`src/design/scba_pkg.sv`:
```
// Shared types, constants and class tables of the size-class block allocator.
package scba_pkg;

  localparam int unsigned NumChunks     = 16;
  localparam int unsigned ChunkBytes    = 16384;
  localparam int unsigned NumClasses    = 16;
  localparam int unsigned GranuleShift  = 4;
  localparam int unsigned ChunkGranules = ChunkBytes >> GranuleShift;
  localparam int unsigned LinkDepth     = NumChunks * ChunkGranules;
  localparam int unsigned IdxW          = $clog2(LinkDepth);
  localparam int unsigned HeadW         = IdxW + 1;
  localparam int unsigned LeftW         = $clog2(ChunkGranules) + 1;
  localparam int unsigned ChunkCntW     = $clog2(NumChunks + 1);
  localparam int unsigned ClsW          = $clog2(NumClasses);
  localparam int unsigned LiveW         = 15;
  localparam int unsigned SizeW         = 12;
  localparam int unsigned AddrW         = 18;
  localparam int unsigned MaxClassBytes = 704;
  localparam logic [LiveW-1:0] LiveMax  = '1;

  localparam int unsigned ClassBytes [NumClasses] = '{
    16, 32, 64, 96, 128, 160, 192, 224, 256, 320, 384, 416, 448, 512, 640, 704
  };

  // Blocks per chunk for each class.
  localparam int unsigned ClassCap [NumClasses] = '{
    ChunkBytes / 16,  ChunkBytes / 32,  ChunkBytes / 64,  ChunkBytes / 96,
    ChunkBytes / 128, ChunkBytes / 160, ChunkBytes / 192, ChunkBytes / 224,
    ChunkBytes / 256, ChunkBytes / 320, ChunkBytes / 384, ChunkBytes / 416,
    ChunkBytes / 448, ChunkBytes / 512, ChunkBytes / 640, ChunkBytes / 704
  };

  typedef enum logic [1:0] {
    ACT_ALLOC = 2'd0,
    ACT_FREE  = 2'd1,
    ACT_CLEAR = 2'd2,
    ACT_NOP   = 2'd3
  } action_e;

  typedef enum logic [1:0] {
    ST_OK      = 2'd0,
    ST_ZERO    = 2'd1,
    ST_OVER    = 2'd2,
    ST_EXHAUST = 2'd3
  } status_e;

  typedef struct packed {
    action_e         action;
    status_e         status;
    logic [ClsW-1:0] cls;
    logic [IdxW-1:0] idx;
  } req_t;

  localparam int unsigned ReqW = $bits(req_t);

endpackage

```
`src/design/scba_front.sv`:
```
// Front end: decodes a request and maps its size to a block class.
module scba_front (
  input  logic [31:0]   s_axis_tdata,  // action[1:0], size[13:2], addr[31:14]
  output scba_pkg::req_t req_o
);
  import scba_pkg::*;

  logic [1:0]       action;
  logic [SizeW-1:0] size;
  logic [AddrW-1:0] addr;
  logic [ClsW-1:0]  cls;
  logic             found;

  assign action = s_axis_tdata[1:0];
  assign size   = s_axis_tdata[13:2];
  assign addr   = s_axis_tdata[31:14];

  always_comb begin
    cls   = ClsW'(NumClasses - 1);
    found = 1'b0;
    for (int c = 0; c < NumClasses - 1; c++) begin
      if (!found && (size <= SizeW'(ClassBytes[c]))) begin
        cls   = ClsW'(c);
        found = 1'b1;
      end
    end
  end

  always_comb begin
    req_o.action = action_e'(action);
    req_o.cls    = cls;
    req_o.idx    = addr[AddrW-1:GranuleShift];
    if ((action_e'(action) == ACT_ALLOC) || (action_e'(action) == ACT_FREE)) begin
      if (size == '0) begin
        req_o.status = ST_ZERO;
      end else if (size > SizeW'(MaxClassBytes)) begin
        req_o.status = ST_OVER;
      end else begin
        req_o.status = ST_OK;
      end
    end else begin
      req_o.status = ST_OK;
    end
  end

endmodule

```
`config.mk`:
```
export PLATFORM = sky130hd
export DESIGN_NAME = scba_front
export DESIGN_NICKNAME = d
export VERILOG_FILES = /design/src/design/scba_pkg.sv /design/src/design/scba_front.sv
export SDC_FILE = /design/constraint.sdc
export NUM_CORES = 1
export LEC_CHECK = 0
export BUFFER_PORTS_ARGS = -buffer_cell sky130_fd_sc_hd__buf_2
export CAP_MARGIN = 5
export CORE_UTILIZATION = 37
export DETAILED_ROUTE_END_ITERATION = 8
export PLACE_DENSITY = 0.93
export RECOVER_POWER = 25
export SETUP_SLACK_MARGIN = 0.3
export SLEW_MARGIN = 30
export SYNTH_ARGS = -nofsm -noshare
export SYNTH_HDL_FRONTEND = slang
export SYNTH_SLANG_ARGS = --single-unit
```
`constraint.sdc`:
```
create_clock -name vclk -period 2.47
set_input_delay 0.247 -clock vclk [all_inputs]
set_output_delay 0.247 -clock vclk [all_outputs]
set_load 0.005 [all_outputs]
```
# After elaboration in Yosys (flattened, before gate mapping)
# Cells that the tools add are included.
# totals
reg_bits	0
latch_bits	0
ram_bits	0
rom_bits	0
in_bits	32
out_inout_bits	22
elab_cells	80
memories	0
# classes
addsub	0
n_mul	0
n_div	0
magnitude_cmp	16
eq_ne	1
shifts	0
muxes	32
bitwise	0
reduce_logical	31
# op_table
operator	n
$le 12x9->1 const B	5
$mux 4	15
$le 12x8->1 const B	4
$le 12x10->1 const B	2
$le 12x7->1 const B	2
$logic_and 1x1->1	14
$logic_not 1->1	14
$mux 1	14
$gt 12x10->1 const B	1
$le 12x5->1 const B	1
$le 12x6->1 const B	1
$logic_not 12->1	1
$mux 2	3
$eq 2x1->1 const B	1
$logic_not 2->1	1
$logic_or 1x1->1	1

# Longest topological paths before layout
# Gate-level depths: netlist of run 1.
# logic_depth
word_depth	44
ltp_mapped	6
depth_no_buf	5

# Worst setup path after synthesis of run 1
# OpenSTA, ideal clock, no wires.
# synth_timing
path_kind	input to output
from	input s_axis_tdata[3]
to	output req_o[14] in the netlist's numbering
t_arrival_ps	1703
required_ps	2223
path_slack_ps	520
cell_stages	6
path_buffers	1
cell_sequence	or4_4 -> buf_6 -> or4_4 -> xnor2_1 -> nand2_1 -> o2111a_1
# synth_lines
element	line_no	text
start, declared	scba_front.sv:3	input logic [31:0] s_axis_tdata,
end, declared	scba_front.sv:4	output scba_pkg::req_t req_o

==> results by group, run 1 <==
Worst setup path
  • Worst Setup End Kind: primary output
  • Crit path capture: req_o[15]
  • Startpoint types: input pin
  • CP Launch Point: s_axis_tdata[4]
  • Worst Path Class, Setup: in2out
  • CP max FO: 6
  • Critical path arrival: 1.91 ns
  • Critical Path RT: between 2 and 2.5 ns

Finish
  • FF+latch count: 0
  • FILL cells: roughly 120
  • Reg area: 0 sq um
  • Commonest non-fill, non-tap cell in the layout: buf_2
  • N_diodes: 0
  • Most frequent cells in the layout: buf_2, nand2_1, nor3_1, o21ai_0, nor2_1
  • Layout overhead on the synthesized area: -4.30%
  • Clkbuf count: 0
  • Final Instance Area: approximately 470 sq um
  • Final nets: between 100 and 150
  • Layout cells sized above 1: 0.351

Outcome
  • Status: finished, final reports clean

Logic synthesis
  • Leading post-synthesis cells by cell area: buf_4, nand2_1, nor3_1
  • Post-Syn Instances: slightly below 80
  • Syn nets: around 110
  • YS warnings: 0
  • Synth Area per Inst: approximately 6.4 sq um
  • Cell variety after synth: 32
  • Register area share after synthesis: 0
  • Cell Area, Synth: between 400 and 500 sq um
  • Share of the synthesized area in the top cell type: 0.243
  • Dominant cell type by area after synthesis: buf_4

Power and ir drop
  • P per Cell Area: between 100 and 150 nW/um^2
  • Max IR drop VDD: approximately 0.000061 V
  • Switch share: 0.557
  • Sequential Power Share: 0
  • Pint: between 0.02 and 0.03 mW
  • Leak: 0.190 nW
  • Clock group share of total power: 0
  • Total power: around 0.063 mW
  • Sw power: about 0.035 mW
  • Combinational power share: 1.000

Min path
  • Hold Crit Class: in2out

Drt
  • Drt pass-1 iters: 4
  • Initial DRC Count: 8
  • Vias post-DR: 528
  • Drt total wl: 1050 microns
  • # DRC: 0
  • Vias per inst: around 5.8
  • Final ANT Viol Nets: 0
  • Avg WL per Cell: 11.5 microns

Placement
  • IO buf count: 20
  • Routability cong.: between 0.9 and 1
  • Final HPWL DP: roughly 800 microns
  • Post-DP Area: approximately 470 sq um

GRT
  • Routing usage on met3: 0.0116
  • GRT Resource Usage Total: 0.137
  • First-pass GRT wire length: roughly 1600 microns
  • Largest net degree at the start of global routing: 14
  • GRT met1 Usage: 0.185
  • Total grt overflow: 0
  • Vias in the first global route: 394
  • Met2 Use GR: 0.238
  • Initial antenna violation count: 0
  • Top Usage Layer GRT: met2

Floorplanning
  • Starting Density: 0.422
  • Die W: just under 40 microns
  • Die area: between 1000 and 1500 sq um
  • Core Region: between 1000 and 1500 sq um
  • Die span in y: between 30 and 40 microns
  • Site Rows: 12
  • Num ports: 54

STA
  • Worst Tran Pin Value: 0.626 ns
  • Hold Fails Final Rpt: 0
  • Maximum clock rate: approximately 460 MHz
  • Min Tclk post-route: between 2 and 2.5 ns
  • Setup violators final: 0
  • RSZ-0062 raised after global routing: true
  • TNS Setup: 0 ns
  • Period Utilization, post-route: 0.873
  • Slew HR: 0.578
  • Final max-slew violation count: 0

Flow run
  • Max-cap viol count: 0

CTS
  • CTS hold repair buffers: 0
==> critical path, stage by stage <==
cell,delay (ns)
buf_2,0.10
or4_4,0.57
or3_4,0.37
o32ai_2,0.25
a22oi_1,0.11
o211a_1,0.14
buf_2,0.12
==> area by class of cell <==
cell class,instances,area [sq um],share of cell area
multi-input cells,53,337,0.712
repair buffers,21,108,0.228
well taps,14,17.5,0.0370
inverters,3,11.3,0.0238
==> metal layers <==
| layer | wire length, microns | up-vias |
|---|---|---|
| li1 | - | 264 |
| met1 | 520 | 241 |
| met2 | 456 | 23 |
| met3 | 71 | 0 |
| met4 | 0 | 0 |
| met5 | 0 | - |
==> cells by family (layout without fill, tap and decap cells) <==
group / after synthesis / count (layout) / synth area share
AO/OA/AOI/OAI: 20 / 20 / 0.289
AND/OR/NAND/NOR: 29 / 29 / 0.316
XOR/XNOR: 2 / 2 / 0.0354
multiplexers: 2 / 2 / 0.0405
buffers and inverters: 24 / 24 / 0.319
==> per-stage QoR <==
| step | utilization | cells | hold slack (ns) | setup WS (ns) |
|---|---|---|---|---|
| 2_1_floorplan | - | 77 | 0.530 | 0.520 |
| 3_3_place_gp | 0.397 | 90 | 0.494 | 0.312 |
| 3_5_place_dp | 0.397 | 90 | 0.494 | 0.307 |
| 4_1_cts | 0.397 | 90 | 0.494 | 0.306 |
| 5_1_grt | 0.404 | 91 | 0.494 | 0.275 |
| 6_report | 0.404 | 91 | 0.494 | 0.315 |
==> cells in the mapped netlist (all sizes together) (2+ instances only) <==
cell	n
buf	17
nand2	9
o21ai	7
nor2	5
nor3	5
clkbuf	4
a31oi	3
a22oi	2
inv	2
mux2i	2
nor2b	2
or3	2
or4	2
==> power by group through the flow <==
stage | logic, mW | clock network, mW | registers [mW]
CTS | 0.0614 | 0 | 0
global route | 0.0688 | 0 | 0
finish | 0.0627 | 0 | 0
detailed placement | 0.0613 | 0 | 0
floorplan | 0.0612 | 0 | 0
global placement | 0.0590 | 0 | 0
==> what timing repair did <==
item	in CTS	in global routing
endpoints found under the setup margin	0	2
buffers inserted	0	1
resized for setup	0	0
==> worst min path at each step <==
| stage | depth (start not counted) | slack [ns] | to | from |
|---|---|---|---|---|
| 2_1_floorplan | 1 | 0.53 | req_o[18] | s_axis_tdata[1] |
| 3_3_place_gp | 0 | 0.49 | req_o[10] | s_axis_tdata[28] |
| 3_5_place_dp | 0 | 0.49 | req_o[10] | s_axis_tdata[28] |
| 4_1_cts | 0 | 0.49 | req_o[10] | s_axis_tdata[28] |
| 5_1_grt | 0 | 0.49 | req_o[2] | s_axis_tdata[20] |
| 6_report | 0 | 0.49 | req_o[1] | s_axis_tdata[19] |
Power figures use the tool's default switching activity.
==> run 2: changes to the inputs <==
--- a/config.mk
+++ b/config.mk
@@ -7,9 +7,10 @@
 export LEC_CHECK = 0
 export BUFFER_PORTS_ARGS = -buffer_cell sky130_fd_sc_hd__buf_2
 export CAP_MARGIN = 5
-export CORE_UTILIZATION = 37
+export CORE_AREA = 2 2 39 41
 export DETAILED_ROUTE_END_ITERATION = 8
-export PLACE_DENSITY = 0.93
+export DIE_AREA = 0 0 41 43
+export PLACE_DENSITY = 0.95
 export RECOVER_POWER = 25
 export SETUP_SLACK_MARGIN = 0.3
 export SLEW_MARGIN = 30
==> constraint.sdc (replaced) <==
create_clock -name vclk -period 2.6
set_input_delay 0.26 -clock vclk [all_inputs]
set_output_delay 0.26 -clock vclk [all_outputs]
set_load 0.005 [all_outputs]
==> results by group, run 2 (synthesis results as in run 1) <==
Worst setup path
  • Worst Setup End Kind: primary output
  • Critical Path RT: 2.34 ns (+0.12 ns)
  • CP max FO: 8 (+2)
  • Startpoint types: input pin
  • Critical path arrival: 1.94 ns (+0.03 ns)
  • Worst Path Class, Setup: in2out

Power and ir drop
  • Sw power: 0.0334 mW (-4.4%)
  • Clock group share of total power: 0 (unchanged)
  • Combinational power share: 1.000 (about the same)
  • Leak: 0.186 nW (-2.2%)
  • Switch share: 0.563 (+0.00596)
  • Max IR drop VDD: 0.0000510 V (-16%)
  • P per Cell Area: 127 nW/um^2 (-4.4%)
  • Pint: 0.0259 mW (-6.7%)
  • Sequential Power Share: 0 (unchanged)

Finish
  • Final nets: 110 (-0.90%)
  • Layout overhead on the synthesized area: -5.32%
  • Commonest non-fill, non-tap cell in the layout: buf_2
  • FF+latch count: 0 (unchanged)
  • Reg area: 0 sq um (unchanged)
  • N_diodes: 0 (unchanged)
  • Layout cells sized above 1: 0.342 (-0.00854)
  • FILL cells: 156 (+27%)
  • Clkbuf count: 0 (unchanged)
  • Final Instance Area: 468 sq um (-1.1%)
  • Most frequent cells in the layout: buf_2, nand2_1, nor3_1, o21ai_0, nor2_1

GRT
  • GRT Resource Usage Total: 0.117 (-0.0200)
  • Routing usage on met3: 0.0105 (-0.00116)
  • Top Usage Layer GRT: met2
  • First-pass GRT wire length: 1550 microns (-2.2%)
  • Initial antenna violation count: 0 (unchanged)
  • Vias in the first global route: 404 (+2.5%)
  • Largest net degree at the start of global routing: 14 (unchanged)
  • Total grt overflow: 0 (unchanged)
  • Met2 Use GR: 0.203 (-0.0344)
  • GRT met1 Usage: 0.146 (-0.0394)

Floorplanning
  • Die area: 1760 sq um (+19%)
  • Die span in y: 43 microns (+12%)
  • Num ports: 54 (unchanged)
  • Starting Density: 0.357 (-0.0649)
  • Core Region: 1380 sq um (+18%)
  • Site Rows: 14 (+2)
  • Die W: 41 microns (+6.4%)

Drt
  • Drt total wl: 1080 microns (+3.1%)
  • Initial DRC Count: 14 (+6)
  • Final ANT Viol Nets: 0 (unchanged)
  • Drt pass-1 iters: 4 (unchanged)
  • Avg WL per Cell: 11.7 microns (+1.9%)
  • # DRC: 0 (unchanged)
  • Vias per inst: 5.51 (-5.0%)
  • Vias post-DR: 507 (-4.0%)

Flow run
  • Max-cap viol count: 0 (unchanged)

Placement
  • IO buf count: 20 (unchanged)
  • Post-DP Area: 468 sq um (+0.54%)
  • Final HPWL DP: 848 microns (+6.1%)
  • Dpl ws: 0.401 ns (+0.0941 ns)
  • Routability cong.: 0.797 (-14%)

STA
  • Slew HR: 0.526 (-0.0526)
  • TNS Setup: 0 ns (unchanged)
  • Worst Tran Pin Value: 0.705 ns (+0.0782 ns)
  • Min Tclk post-route: ~2.2 ns
  • Final max-slew violation count: 0 (unchanged)
  • Hold Fails Final Rpt: 0 (unchanged)
  • Maximum clock rate: 454 MHz
  • RSZ-0062 raised after global routing: false
  • Setup ws final: 0.395 ns (+0.0803 ns)
  • Period Utilization, post-route: 0.848
  • Setup violators final: 0 (unchanged)

CTS
  • CTS hold repair buffers: 0 (unchanged)
  • # resized after CTS: 0 (unchanged)
  • Post-CTS Setup Inserts: 0 (unchanged)

Outcome
  • Status: finished, final reports clean

Min path
  • Hold Crit Class: in2out
## run 2: changes by cell type in the layout (fill, tap and decap cells not counted), sizes merged
| cell | delta |
|---|---|
| buf | -1 |
## run 2: path summary, 6_finish.rpt
path	start	endpoint	slack [ns]	depth (start not counted)
worst min-delay path	s_axis_tdata[19]	req_o[1]	0.52	0
worst max-delay path	s_axis_tdata[3]	req_o[15]	0.40	7
## run 2: critical path, stage by stage
cell	delay, ns
buf_2	0.10
or4_4	0.58
or3_4	0.38
o32ai_2	0.27
a22oi_1	0.10
o211a_1	0.14
buf_2	0.12
## run 2: through the flow
stage                     power (mW)  cells  hold slack, ns   util
after floorplan               0.0582     77           0.556      -
after global placement        0.0562     92           0.520  0.338
after detailed placement      0.0589     92           0.520  0.338
after CTS                     0.0591     92           0.520  0.338
after global routing          0.0668     92           0.520  0.338
final                         0.0593     92           0.520  0.338
## run 2: metal layers
layer  wire length (microns)  part of all wire
met1                     491              0.45
met2                     484              0.45
met3                     103             0.095
met4                       0                 0
met5                       0                 0
## run 2: power by group through the flow
stage	clock, mW	combinational (mW)	sequential (mW)
6_report	0	0.0593	0
5_1_grt	0	0.0668	0
4_1_cts	0	0.0591	0
3_5_place_dp	0	0.0589	0
3_3_place_gp	0	0.0562	0
2_1_floorplan	0	0.0582	0
## run 2: cell type report
cell class                 instances  area, sq um  area share
tap                               16         20.0      0.0428
multi-input combinational         53          337       0.719
timing repair buffer              20          100       0.214
inverter                           3         11.3      0.0241
