===== src/design/scba_pkg.sv =====
// Shared types, constants and class tables of the size-class block allocator.
package scba_pkg;

  localparam int unsigned NumChunks     = 16;
  localparam int unsigned ChunkBytes    = 16384;
  localparam int unsigned NumClasses    = 16;
  localparam int unsigned GranuleShift  = 4;
  localparam int unsigned ChunkGranules = ChunkBytes >> GranuleShift;
  localparam int unsigned LinkDepth     = NumChunks * ChunkGranules;
  localparam int unsigned IdxW          = $clog2(LinkDepth);
  localparam int unsigned HeadW         = IdxW + 1;
  localparam int unsigned LeftW         = $clog2(ChunkGranules) + 1;
  localparam int unsigned ChunkCntW     = $clog2(NumChunks + 1);
  localparam int unsigned ClsW          = $clog2(NumClasses);
  localparam int unsigned LiveW         = 15;
  localparam int unsigned SizeW         = 12;
  localparam int unsigned AddrW         = 18;
  localparam int unsigned MaxClassBytes = 704;
  localparam logic [LiveW-1:0] LiveMax  = '1;

  localparam int unsigned ClassBytes [NumClasses] = '{
    16, 32, 64, 96, 128, 160, 192, 224, 256, 320, 384, 416, 448, 512, 640, 704
  };

  // Blocks per chunk for each class.
  localparam int unsigned ClassCap [NumClasses] = '{
    ChunkBytes / 16,  ChunkBytes / 32,  ChunkBytes / 64,  ChunkBytes / 96,
    ChunkBytes / 128, ChunkBytes / 160, ChunkBytes / 192, ChunkBytes / 224,
    ChunkBytes / 256, ChunkBytes / 320, ChunkBytes / 384, ChunkBytes / 416,
    ChunkBytes / 448, ChunkBytes / 512, ChunkBytes / 640, ChunkBytes / 704
  };

  typedef enum logic [1:0] {
    ACT_ALLOC = 2'd0,
    ACT_FREE  = 2'd1,
    ACT_CLEAR = 2'd2,
    ACT_NOP   = 2'd3
  } action_e;

  typedef enum logic [1:0] {
    ST_OK      = 2'd0,
    ST_ZERO    = 2'd1,
    ST_OVER    = 2'd2,
    ST_EXHAUST = 2'd3
  } status_e;

  typedef struct packed {
    action_e         action;
    status_e         status;
    logic [ClsW-1:0] cls;
    logic [IdxW-1:0] idx;
  } req_t;

  localparam int unsigned ReqW = $bits(req_t);

endpackage


===== src/design/scba_queue.sv =====
// Two-entry request queue between the front end and the back end.
module scba_queue (
  input  logic           clk_i,
  input  logic           rst_ni,
  input  logic           push_i,
  input  scba_pkg::req_t data_i,
  output logic           full_o,
  output logic           empty_o,
  input  logic           pop_i,
  output scba_pkg::req_t data_o
);
  import scba_pkg::*;

  req_t       mem_q [2];
  logic       wr_q, wr_d, rd_q, rd_d;
  logic [1:0] cnt_q, cnt_d;

  assign full_o  = (cnt_q == 2'd2);
  assign empty_o = (cnt_q == 2'd0);
  assign data_o  = mem_q[rd_q];

  always_comb begin
    wr_d  = push_i ? ~wr_q : wr_q;
    rd_d  = pop_i ? ~rd_q : rd_q;
    cnt_d = cnt_q + 2'(push_i) - 2'(pop_i);
  end

  always_ff @(posedge clk_i or negedge rst_ni) begin
    if (!rst_ni) begin
      wr_q  <= 1'b0;
      rd_q  <= 1'b0;
      cnt_q <= 2'd0;
    end else begin
      wr_q  <= wr_d;
      rd_q  <= rd_d;
      cnt_q <= cnt_d;
    end
  end

  always_ff @(posedge clk_i) begin
    if (push_i) begin
      mem_q[wr_q] <= data_i;
    end
  end

endmodule


===== config.mk =====
export PLATFORM = sky130hd
export DESIGN_NAME = scba_queue
export DESIGN_NICKNAME = d
export VERILOG_FILES = /design/src/design/scba_pkg.sv /design/src/design/scba_queue.sv
export SDC_FILE = /design/constraint.sdc
export NUM_CORES = 1
export LEC_CHECK = 0
export BUFFER_PORTS_ARGS = -buffer_cell sky130_fd_sc_hd__buf_2
export CAP_MARGIN = 25
export CELL_PAD_IN_SITES_DETAIL_PLACEMENT = 0
export CELL_PAD_IN_SITES_GLOBAL_PLACEMENT = 1
export CORE_ASPECT_RATIO = 1.25
export CORE_MARGIN = 10
export CORE_UTILIZATION = 46
export DETAILED_ROUTE_END_ITERATION = 8
export GPL_ROUTABILITY_DRIVEN = 0
export HOLD_SLACK_MARGIN = 0.06
export PLACE_DENSITY_LB_ADDON = 0.08
export SLEW_MARGIN = 20
export SYNTH_ARGS = -nofsm -noshare
export SYNTH_HDL_FRONTEND = slang
export SYNTH_SLANG_ARGS = --single-unit

===== constraint.sdc =====
create_clock -name clk_i -period 3.5 [get_ports clk_i]
set_input_delay 0.175 -clock clk_i [delete_from_list [all_inputs] [get_ports clk_i]]
set_output_delay 0.175 -clock clk_i [all_outputs]
set_load 0.02 [all_outputs]

Yosys cells after proc, flatten, opt, wreduce, memory -nomap -nowiden

Memories as Yosys holds them, arrays and structs flattened.
Cells that the tools add are included.

Register bits after elaboration: 4
Bits in writable memories: 44
Input port bits: 26
Output and inout bits: 24
Word-level logic and storage cells: 12
Memories kept: 1

Memories:

| memory | depth | bits a word | read ports | clocked after Yosys merged registers in | write ports | line             | source |
|---|---|---|---|---|---|---|---|
| mem_q  | 2     | 22          | 1          | 0                                       | 1           | scba_queue.sv:14 | `req_t mem_q [2];` |

$add $sub $neg: 2
Equal/unequal tests: 1
Multiplexer cells: 2
Bitwise operators: 2
Reduce and logical (&&, ||, !) cells: 1

Operators by type and width:

| kind                 | count |
|---|---|
| $add A2 B1 Y2        | 1 |
| $eq A2 B2 Y1 const B | 1 |
| $logic_not A2 Y1     | 1 |
| $mux W1              | 2 |
| $not A1 Y1           | 2 |
| $sub A2 B1 Y2        | 1 |

Longest topological paths before layout

Gate-level depths: netlist (run 1).

Word-level depth: 2
Depth in mapped cells: 5
Gate-level depth less buffers: 5

Worst setup path after synthesis (run 1)

No wires, ideal clock.

Kind: register to register
Start: reg wr_q
End: mem mem_q[0][0] in the netlist's numbering (enable)
Arrival time: 1403 ps
Required time: 3097 ps
Setup slack: 1694 ps
Cell stages (with the launch flop): 2
Buffers on the path: 0
Period minus slack after synthesis: 1806 ps
Cells stage by stage: dfrtp_1 -> nor2b_1

RTL lines:

| what                     | line             | source |
|---|---|---|
| start: declaration       | scba_queue.sv:15 | `logic wr_q, wr_d, rd_q, rd_d;` |
| start signal: assignment | scba_queue.sv:34 | `wr_q <= wr_d;` |
| end: declaration         | scba_queue.sv:14 |  |

No word-level cell before the write port.

==> results.json, run 1 <==
{
  "status": "finished, final reports clean",
  "layout_setup_ws_ps": 1700,
  "rsz_0062_raised_after_global_routing": "false",
  "post_placement_worst_setup_slack_ps": 1710,
  "numPortBuffers": 49,
  "effective_utilization_at_floorplan_pct": 47.6,
  "grt-ovfl-total": 0,
  "antenna_violations_before_repair": 0,
  "synth_top_area_share_pct": 73.9,
  "critical_path.endpoint_type": "output port",
  "pin_count": 50,
  "yosys.area.top_type": "sky130_fd_sc_hd__edfxtp_1",
  "fmax_mhz": 555,
  "floorplan.die_area_um2": 6800,
  "yosysWarningCount": 0,
  "max-vdd-ir-drop_mv": 0.485,
  "hold_bufs_inserted_after_cts": 9,
  "number_of_antenna_repair_diodes": 0,
  "p_leak_uw": 0.000922,
  "avgSynthCellArea_um2": 21.5,
  "post_cts.resized_instances": 0,
  "final_max_slew_viol_count": 0,
  "report.final.hold_viol_count": 0,
  "route.vias.total": 953,
  "post-dp-hpwl_um": 2150,
  "slew-limit-headroom_pct": 55.0,
  "clkTransAtPathRegs_ps": 70,
  "drt_iter0_markers": 28,
  "worst_pin_slew_ps": 673,
  "avgRoutedWirePerCell_um": 16.2,
  "critical_path_class": "flip-flop to output port",
  "cts.repair_timing.setup_buffer_count": 0,
  "drt-pass1-iter-count": 4,
  "power.density_nw_per_um2": 752,
  "synth_seq_cells": 48,
  "synth_async_sr_flop_share_pct": 8.33,
  "grt_pass1_vias": 1119,
  "hold_path.class": "input pin to flip-flop",
  "clk-insertion-delay-late_ps": 290,
  "hold_path_depth": 1,
  "syn_area_um2": 1790,
  "cts_root_buffer": "sky130_fd_sc_hd__clkbuf_8",
  "path_max_fanout": 15,
  "synth.net_count": 111,
  "maxCapViolCount": 0,
  "grt_start_max_net_pins": 24,
  "fp.dieW_um": 75.8,
  "via_per_inst": 4.91,
  "worst_setup_path_start_kind": "flip-flop",
  "timing.final.crit_period_ps": 1800,
  "first_pass_grt_wire_length_um": 5150,
  "htree_num_levels": 2,
  "final.setup_skew_ps": 2.41,
  "die_height_um": 89.7,
  "critical_path_required_ps": 3320,
  "clock_path_buffers": 2,
  "final_layout_size_suffix_gt1_share_pct": 51.3,
  "synth_edf_count": 44,
  "final-setup-viol-count": 0,
  "r2r.worst_path.cells": 1,
  "number_of_buffers_created_by_cts": 5,
  "synth.distinct_cells": 11,
  "worstPathArrival_ps": 1630,
  "postSynthCellCount": 83,
  "leading_post_synthesis_cells_by_cell_area": "sky130_fd_sc_hd__edfxtp_1 (74%), sky130_fd_sc_hd__mux2_2 (14%), sky130_fd_sc_hd__dfrtp_1 (5.6%), sky130_fd_sc_hd__ha_1 (1.4%), sky130_fd_sc_hd__xor3_1 (1.3%)",
  "layout_worst_path_cycle_share_pct": 51.5,
  "drtAntennaViolNets": 0,
  "dominantRegCellSynth": "sky130_fd_sc_hd__edfxtp_1",
  "ys_seq_area_share_pct": 79.5,
  "clock_tree_from_tritoncts": "yes",
  "finalSetupTns_ps": 0,
  "yosysMostFrequentCell": "sky130_fd_sc_hd__edfxtp_1",
  "drt_drc_violations_left": 0,
  "area_growth_pct": 30.4,
  "cts.sink_count": 48,
  "drt-total-wl_um": 3150,
  "placeableCoreArea_um2": 3750,
  "finalNetCount": 181,
  "synth.top_cells.by_count": "sky130_fd_sc_hd__edfxtp_1 (44), sky130_fd_sc_hd__mux2_2 (22), sky130_fd_sc_hd__dfrtp_1 (4)",
  "globalRouteTotalUtil_pct": 10.2,
  "rows": 25
}
registers in the layout (all words and copies together), names as in the netlist:
signal / count
cnt_q: 2
rd_q: 1
wr_q: 1
mem_q: 44
power breakdown:
| part | switching, uW | leakage, uW | total, uW | internal (uW) |
|---|---|---|---|---|
| clock | 160 | 0.0000395 | 302 | 142 |
| sequential | 56.3 | 0.000460 | 823 | 766 |
| combinational | 343 | 0.000423 | 628 | 285 |
| total | 559 | 0.000922 | 1750 | 1190 |
layer usage:
layer  GRT usage [%]  routed length [um]  up-vias
met5               0                   0        -
met4            3.73                  53        0
met3            5.94                 289        5
met2            17.3                1680       31
met1            9.60                1130      459
li1                -                   -      458
logic make-up (layout without fill, tap and decap cells):
family	Yosys count	in the layout	share of synthesized area, %
fa+ha+maj	2	2	1.40
xor+xnor	3	3	2.31
flops	48	48	79.5
mux	22	22	13.9
simple gates	4	4	1.26
buf+inv	4	75	1.68
critical path: stages, from the launching register on:
cell and delay (ps):
sky130_fd_sc_hd__dfrtp_1 600, sky130_fd_sc_hd__buf_8 230, sky130_fd_sc_hd__mux2_2 350, sky130_fd_sc_hd__buf_2 160
worst paths after layout:
kind                                  start                    end  slack, ps
max reg2reg                wr_q$_DFFE_PN0P_  mem_q[0][8]$_DFFE_PP_       2140
max                        rd_q$_DFFE_PN0P_              data_o[9]       1700
min in group asynchronous            rst_ni       wr_q$_DFFE_PN0P_        210
min reg2reg                wr_q$_DFFE_PN0P_       wr_q$_DFFE_PN0P_        540
max in group asynchronous            rst_ni       rd_q$_DFFE_PN0P_       3170
min                               data_i[4]  mem_q[0][4]$_DFFE_PP_         70
metrics by stage:
stage / instance area, um2 / power (uW) / cells / utilization, % / hold WS (ps)
global route: 2330 / 1860 / 194 / 62.1 / 62.6
global placement: 2060 / 1420 / 170 / 55.0 / -14.5
CTS: 2240 / 1750 / 187 / 59.6 / 60.6
floorplan: 1790 / 1260 / 83 / - / -121
finish: 2330 / 1750 / 194 / 62.1 / 73.0
detailed placement: 2070 / 1440 / 170 / 55.1 / -13.6
area by class of cell:
class	instances	area (um2)
Inverter	2	7.51
Clock buffer	8	80.1
Multi-Input combinational cell	31	344
Timing Repair Buffer	65	428
Fill cell	291	1420
Tap cell	40	50.0
Sequential cell	48	1420
layout by cell type, fill, tap and decap left out, types with 2 or more instances in the layout:
master / instances
sky130_fd_sc_hd__xor2_1: 2
sky130_fd_sc_hd__clkbuf_8: 5
sky130_fd_sc_hd__dlygate4sd3_1: 14
sky130_fd_sc_hd__mux2_2: 22
sky130_fd_sc_hd__ha_1: 2
sky130_fd_sc_hd__buf_2: 49
sky130_fd_sc_hd__dfrtp_1: 4
sky130_fd_sc_hd__clkbuf_1: 3
sky130_fd_sc_hd__inv_1: 2
sky130_fd_sc_hd__edfxtp_1: 44
Power figures use the tool's default switching activity.
==> inputs of run 2 (changes only) <==
--- a/config.mk
+++ b/config.mk
@@ -5,13 +5,14 @@
 export SDC_FILE = /design/constraint.sdc
 export NUM_CORES = 1
 export LEC_CHECK = 0
+export ABC_AREA = 1
 export BUFFER_PORTS_ARGS = -buffer_cell sky130_fd_sc_hd__buf_2
 export CAP_MARGIN = 25
 export CELL_PAD_IN_SITES_DETAIL_PLACEMENT = 0
 export CELL_PAD_IN_SITES_GLOBAL_PLACEMENT = 1
 export CORE_ASPECT_RATIO = 1.25
 export CORE_MARGIN = 10
-export CORE_UTILIZATION = 46
+export CORE_UTILIZATION = 41
 export DETAILED_ROUTE_END_ITERATION = 8
 export GPL_ROUTABILITY_DRIVEN = 0
 export HOLD_SLACK_MARGIN = 0.06
==> constraint.sdc (replaced) <==
create_clock -name clk_i -period 1.8 [get_ports clk_i]
set_input_delay 0.09 -clock clk_i [delete_from_list [all_inputs] [get_ports clk_i]]
set_output_delay 0.09 -clock clk_i [all_outputs]
set_load 0.02 [all_outputs]
==> run 2 against run 1 <==
Sequential power grew 100%. Worst setup slack got worse by 1500 ps. Sequential cell count did not move.
==> results.json, run 2 <==
{
  "largest_register_ffs": 44,
  "post_cts.resized_instances": 0,
  "path_max_fanout": 24,
  "first_pass_grt_wire_length_um": 6010,
  "critical_path_class": "flip-flop to output port",
  "cts.repair_timing.setup_buffer_count": 0,
  "grt_start_max_net_pins": 25,
  "hold_path.class": "input pin to asynchronous set/reset pin",
  "fmax_mhz": 618,
  "final_layout_size_suffix_gt1_share_pct": 36.8,
  "synth.top_cells.by_count": "sky130_fd_sc_hd__edfxtp_1 (44), sky130_fd_sc_hd__inv_1 (29), sky130_fd_sc_hd__nand2_1 (26), sky130_fd_sc_hd__o21ai_2 (19), sky130_fd_sc_hd__dfrtp_1 (4)",
  "synth_top_area_share_pct": 67.5,
  "synth.distinct_cells": 14,
  "finalNetCount": 247,
  "avgSynthCellArea_um2": 14.0,
  "critical_path.endpoint_type": "output port",
  "globalRouteTotalUtil_pct": 9.68,
  "status": "finished, final reports clean",
  "maxCapViolCount": 0,
  "post-dp-hpwl_um": 2550,
  "synth_async_sr_flop_share_pct": 8.33,
  "pin_count": 50,
  "htree_num_levels": 2,
  "crit_path_max_incr_delay_ps": 660,
  "largest_register": "mem_q",
  "drt-pass1-iter-count": 4,
  "cts.sink_count": 48,
  "synth.net_count": 168,
  "final-setup-viol-count": 0,
  "worst_pin_slew_ps": 459,
  "report.final.hold_viol_count": 0,
  "p_leak_uw": 0.00115,
  "slew-limit-headroom_pct": 69.4,
  "fp.dieW_um": 81.8,
  "final_cell_count_no_fill": 280,
  "final.setup_skew_ps": 1.84,
  "syn_area_um2": 1960,
  "crit_path_top_delay_cell": "sky130_fd_sc_hd__dfrtp_2",
  "numPortBuffers": 49,
  "worstPathArrival_ps": 1530,
  "floorplan.die_area_um2": 7960,
  "layout_setup_ws_ps": 181,
  "layout_top_registers": "mem_q: 44 flops, cnt_q: 2 flops",
  "max-vdd-ir-drop_mv": 0.904,
  "layout_worst_path_cycle_share_pct": 90.0,
  "drt_iter0_markers": 53,
  "clock_path_buffers": 2,
  "yosys.area.top_type": "sky130_fd_sc_hd__edfxtp_1",
  "postSynthCellCount": 140,
  "critical_path_required_ps": 1710,
  "layout.cells.most_common": "sky130_fd_sc_hd__buf_2",
  "path_cells": "buf_12, nand2_1, o21ai_2, buf_2",
  "clock_tree_from_tritoncts": "yes",
  "drt-total-wl_um": 3520,
  "number_of_antenna_repair_diodes": 0,
  "clk-insertion-delay-late_ps": 290,
  "cp.buffers_inverters": 2,
  "synth_seq_cells": 48,
  "drt_drc_violations_left": 0,
  "timing.final.crit_period_ps": 1620,
  "number_of_buffers_created_by_cts": 5,
  "rsz_0062_raised_after_global_routing": "false",
  "drtAntennaViolNets": 0,
  "rows": 28,
  "power.density_nw_per_um2": 1460,
  "leading_post_synthesis_cells_by_cell_area": "sky130_fd_sc_hd__edfxtp_1 (67%), sky130_fd_sc_hd__o21ai_2 (8.5%), sky130_fd_sc_hd__inv_1 (5.6%), sky130_fd_sc_hd__dfrtp_1 (5.1%), sky130_fd_sc_hd__nand2_1 (5.0%)",
  "path_delay_family": "flip-flops",
  "post_placement_worst_setup_slack_ps": 477,
  "placeableCoreArea_um2": 4690,
  "layout_common_cells": "sky130_fd_sc_hd__buf_2 (49), sky130_fd_sc_hd__edfxtp_1 (44), sky130_fd_sc_hd__inv_1 (29), sky130_fd_sc_hd__nand2_1 (26), sky130_fd_sc_hd__dlygate4sd3_1 (25)",
  "finalSetupTns_ps": 0,
  "area_growth_pct": 33.9,
  "die_height_um": 97.3,
  "yosysMostFrequentCell": "sky130_fd_sc_hd__edfxtp_1",
  "grt_pass1_vias": 1363,
  "dominantRegCellSynth": "sky130_fd_sc_hd__edfxtp_1",
  "clkTransAtPathRegs_ps": 80,
  "antenna_violations_before_repair": 0,
  "numPlacedInstances": 247,
  "grt-ovfl-total": 0,
  "timing.hold.ws_ps": 132,
  "via_per_inst": 4.31,
  "effective_utilization_at_floorplan_pct": 41.7,
  "cts_root_buffer": "sky130_fd_sc_hd__clkbuf_8",
  "worst_setup_path_start_kind": "flip-flop",
  "route.vias.total": 1208,
  "synth_edf_count": 44,
  "avgRoutedWirePerCell_um": 12.6,
  "ys_seq_area_share_pct": 72.6,
  "final_max_slew_viol_count": 0,
  "yosysWarningCount": 0
}
==> run 2: cell count changes after synthesis, moves of 2 or more <==
cell                      change
sky130_fd_sc_hd__inv_1       +27
sky130_fd_sc_hd__buf_12       +2
sky130_fd_sc_hd__o21ai_2     +19
sky130_fd_sc_hd__o21ai_0      +3
sky130_fd_sc_hd__mux2_2      -22
sky130_fd_sc_hd__nor2_1       +2
sky130_fd_sc_hd__nand2_2      +2
sky130_fd_sc_hd__nand2_1     +26
sky130_fd_sc_hd__nor2b_1      -2
==> run 2: repair_timing <==
action / CTS / global route
endpoints found under the setup margin: 0 / 0
hold buffers: 25 / 0
hold endpoints to repair: 50 / 0
==> run 2: cell type report <==
class / count / area, um2
well taps: 60 / 75.1
clock inverters: 3 / 37.5
fillers: 416 / 2070
multi-input cells: 58 / 353
clock buffers: 5 / 68.8
inverters: 29 / 109
repair buffers: 77 / 556
flip-flops and latches: 48 / 1420
==> run 2: worst paths after layout <==
check / start / cells after the start / slack, ps / endpoint
setup / recovery: rd_q$_DFFE_PN0P_ / 4 / 180 / data_o[10]
hold / removal: rst_ni / 2 / 130 / cnt_q[0]$_DFF_PN0_
setup reg to reg: wr_q$_DFFE_PN0P_ / 2 / 590 / mem_q[0][12]$_DFFE_PP_
hold reg to reg: wr_q$_DFFE_PN0P_ / 1 / 510 / wr_q$_DFFE_PN0P_
max in group asynchronous: rst_ni / 2 / 1530 / rd_q$_DFFE_PN0P_
min in group clk_i: wr_q$_DFFE_PN0P_ / 1 / 510 / wr_q$_DFFE_PN0P_
==> run 2: logic make-up after synthesis <==
logic type	after synthesis	share of synthesized area [%]
and+or+nand+nor	32	6.45
buffers and inverters	34	9.52
adders and majority gates	2	1.28
xor gates and xnor gates	2	0.895
DFF	48	72.6
AOI/OAI and AO/OA	22	9.26
==> run 2: per-stage QoR <==
stage / power, uW / util (%) / area, um2
floorplan: 2750 / - / 1960
global route: 4090 / 55.8 / 2620
finish: 3830 / 55.8 / 2620
CTS: 3890 / 55.8 / 2620
detailed placement: 3130 / 48.2 / 2260
global placement: 3090 / 48.2 / 2260
==> run 2: power by group <==
group	internal [uW]	total, uW	leakage, uW	switching (uW)
registers	1490	1650	0.000459	157
clock network	404	722	0.0000532	318
logic	545	1460	0.000636	916
==> run 2: layer usage <==
layer / global-route usage [%] / wire, um / vias to the layer above
li1: - / - / 624
met1: 9.11 / 1230 / 542
met2: 17.3 / 1900 / 37
met3: 4.54 / 336 / 5
met4: 3.54 / 55 / 0
met5: 0 / 0 / -
==> inputs of run 3 (changes only) <==
--- a/config.mk
+++ b/config.mk
@@ -12,7 +12,8 @@
 export CELL_PAD_IN_SITES_GLOBAL_PLACEMENT = 1
 export CORE_ASPECT_RATIO = 1.25
 export CORE_MARGIN = 10
-export CORE_UTILIZATION = 41
+export CORE_UTILIZATION = 43
+export CTS_BUF_LIST = sky130_fd_sc_hd__clkbuf_4
 export DETAILED_ROUTE_END_ITERATION = 8
 export GPL_ROUTABILITY_DRIVEN = 0
 export HOLD_SLACK_MARGIN = 0.06
==> run 3 against run 2 <==
Maximum frequency grew 7.2%. Wire length shrank 0.40%. Combinational power increased by 4%. Global-route usage is 0.10 points lower. First-iteration DRC count down 19%. Sequential cell count is the same. Count of clock-buffer cells in the layout unchanged. Critical path type unchanged. Critical endpoint is now data_o[2]. Largest power group unchanged. Highest routed layer unchanged.
==> results.json, run 3 (same netlist as run 2, synthesis figures left out) <==
{
  "status": "finished, final reports clean",
  "clk-insertion-delay-late_ps": 350,
  "path_depth": 3,
  "p_leak_uw": 0.00114,
  "number_of_antenna_repair_diodes": 0,
  "rsz_0062_raised_after_global_routing": "false",
  "power_frac_comb_pct": 42.8,
  "crit_path_max_incr_delay_ps": 420,
  "slew-limit-headroom_pct": 79.2,
  "crit_path_top_delay_cell": "sky130_fd_sc_hd__dfrtp_2",
  "via_per_inst": 4.46,
  "number_of_buffers_created_by_cts": 5,
  "finalSetupTns_ps": 0,
  "pin_count": 50,
  "largest_register_ffs": 44,
  "avgRoutedWirePerCell_um": 12.5,
  "drt-total-wl_um": 3510,
  "route.vias.total": 1252,
  "r2r_start": "cnt_q[0]$_DFF_PN0_",
  "timing.hold.ws_ps": 450,
  "critical_path.endpoint_type": "output port",
  "globalRouteTotalUtil_pct": 9.58,
  "drtAntennaViolNets": 0,
  "cts.sink_count": 48,
  "cp.buffers_inverters": 2,
  "hold_path.class": "input pin to flip-flop",
  "path_cells": "buf_4, o21ai_0, buf_2",
  "fp.dieW_um": 80.4,
  "post-dp-hpwl_um": 2540,
  "die_height_um": 95.4,
  "hold_bufs_inserted_after_cts": 26,
  "drt_iter0_markers": 43,
  "wl_met2_um": 1850,
  "path_max_fanout": 24,
  "drt-met1-wl_um": 1350,
  "htree_num_levels": 2,
  "worst_pin_slew_ps": 311,
  "grt-ovfl-total": 0,
  "cts_root_buffer": "sky130_fd_sc_hd__clkbuf_4",
  "worst-r2r-setup-slack_ps": 630,
  "final_max_slew_viol_count": 0,
  "layout_top_registers": "mem_q: 44 flops, cnt_q: 2 flops",
  "placeableCoreArea_um2": 4390,
  "layout_worst_path_cycle_share_pct": 83.9,
  "floorplan.die_area_um2": 7670,
  "path_delay_family": "buffers and inverters",
  "maxCapViolCount": 0,
  "worstPathArrival_ps": 1420,
  "power_frac_seq_pct": 43.8,
  "numPlacedInstances": 247,
  "effective_utilization_at_floorplan_pct": 44.6,
  "utilization_pct": 58.5,
  "clock_path_buffers": 2,
  "final_cell_count_no_fill": 281,
  "worst_setup_path_endpoint": "data_o[2]",
  "clkTransAtPathRegs_ps": 130,
  "numPortBuffers": 49,
  "cts.repair_timing.setup_buffer_count": 0,
  "finalNetCount": 250,
  "report.final.hold_viol_count": 0,
  "worst_setup_path_start_kind": "flip-flop",
  "rows": 27,
  "final-setup-viol-count": 0,
  "share_clk_of_total_power_pct": 13.4,
  "power.share.switching_pct": 39.3,
  "post_cts.resized_instances": 0,
  "switching_power_uw": 1400,
  "fmax_mhz": 662,
  "critical_path_required_ps": 1710,
  "layout_common_cells": "sky130_fd_sc_hd__buf_2 (49), sky130_fd_sc_hd__edfxtp_1 (44), sky130_fd_sc_hd__inv_1 (29), sky130_fd_sc_hd__nand2_1 (26), sky130_fd_sc_hd__dlygate4sd3_1 (26)",
  "topRoutingLayerUsed": "met4",
  "drt-pass1-iter-count": 3,
  "drt_drc_violations_left": 0,
  "clock_tree_from_tritoncts": "yes",
  "area_growth_pct": 31.2,
  "critical_path_class": "flip-flop to output port",
  "internal_power_uw": 2160,
  "max-vdd-ir-drop_mv": 0.776,
  "r2r.worst_path.cells": 6,
  "layout.cells.most_common": "sky130_fd_sc_hd__buf_2",
  "grt_start_max_net_pins": 25,
  "metal3_wl_um": 258,
  "final.setup_skew_ps": 8.42,
  "power.density_nw_per_um2": 1390,
  "r2r_end": "cnt_q[1]$_DFF_PN0_",
  "largest_register": "mem_q",
  "antenna_violations_before_repair": 0,
  "start_point_of_the_critical_path": "rd_q$_DFFE_PN0P_",
  "grt_pass1_vias": 1275,
  "final_layout_size_suffix_gt1_share_pct": 38.1,
  "timing.final.crit_period_ps": 1510,
  "first_pass_grt_wire_length_um": 5690
}
run 3: cell types whose count changed in the layout (fill, tap and decap cells not counted), sizes merged:
cell,previous run,this run
buf,52,54
bufinv,1,0
clkinv,2,3
dlygate4sd3,25,26
run 3: worst register-to-register path, cell delays in order (launching register included):
cell and delay, ps:
sky130_fd_sc_hd__dfrtp_1 390, sky130_fd_sc_hd__inv_1 50, sky130_fd_sc_hd__ha_1 260, sky130_fd_sc_hd__inv_1 40, sky130_fd_sc_hd__ha_1 180, sky130_fd_sc_hd__nand3_1 90, sky130_fd_sc_hd__nand2_1 60
run 3: layout make-up:
cell class                      instances  area (um2)
Clock buffer                            5        37.5
Timing Repair Buffer                   80         556
Sequential cell                        48        1420
Clock inverter                          3        18.8
Multi-Input combinational cell         58         353
Fill cell                             375        1820
Tap cell                               58        72.6
Inverter                               29         109
run 3: power by group through the flow:
stage	Combinational, uW	Sequential (uW)	Clock, uW
global placement	1480	1580	0
detailed placement	1520	1590	0
global route	1680	1590	546
finish	1520	1560	477
CTS	1570	1560	501
floorplan	1180	1570	0
run 3: worst min-delay path by stage:
stage,slack (ps),depth (start not counted),endpoint,start
detailed placement,-100,1,cnt_q[0]$_DFF_PN0_,rst_ni
floorplan,-210,0,cnt_q[0]$_DFF_PN0_,rst_ni
global route,430,2,mem_q[0][7]$_DFFE_PP_,data_i[7]
finish,450,2,mem_q[1][14]$_DFFE_PP_,data_i[14]
global placement,-100,1,cnt_q[0]$_DFF_PN0_,rst_ni
CTS,430,2,mem_q[0][18]$_DFFE_PP_,data_i[18]
run 3: metrics by stage:
| stage | instance area, um2 | worst slack (ps) | total power [uW] |
|---|---|---|---|
| 4_1_cts | 2570 | 245 | 3630 |
| 2_1_floorplan | 1960 | 47.2 | 2750 |
| 6_report | 2570 | 289 | 3560 |
| 3_5_place_dp | 2250 | 637 | 3110 |
| 5_1_grt | 2570 | 199 | 3810 |
| 3_3_place_gp | 2250 | 678 | 3060 |
run 3: routing by layer:
metal	vias up	track usage (%)
met5	-	0
met4	0	3.97
met3	5	4.24
met2	31	17.1
met1	588	9.36
li1	628	-
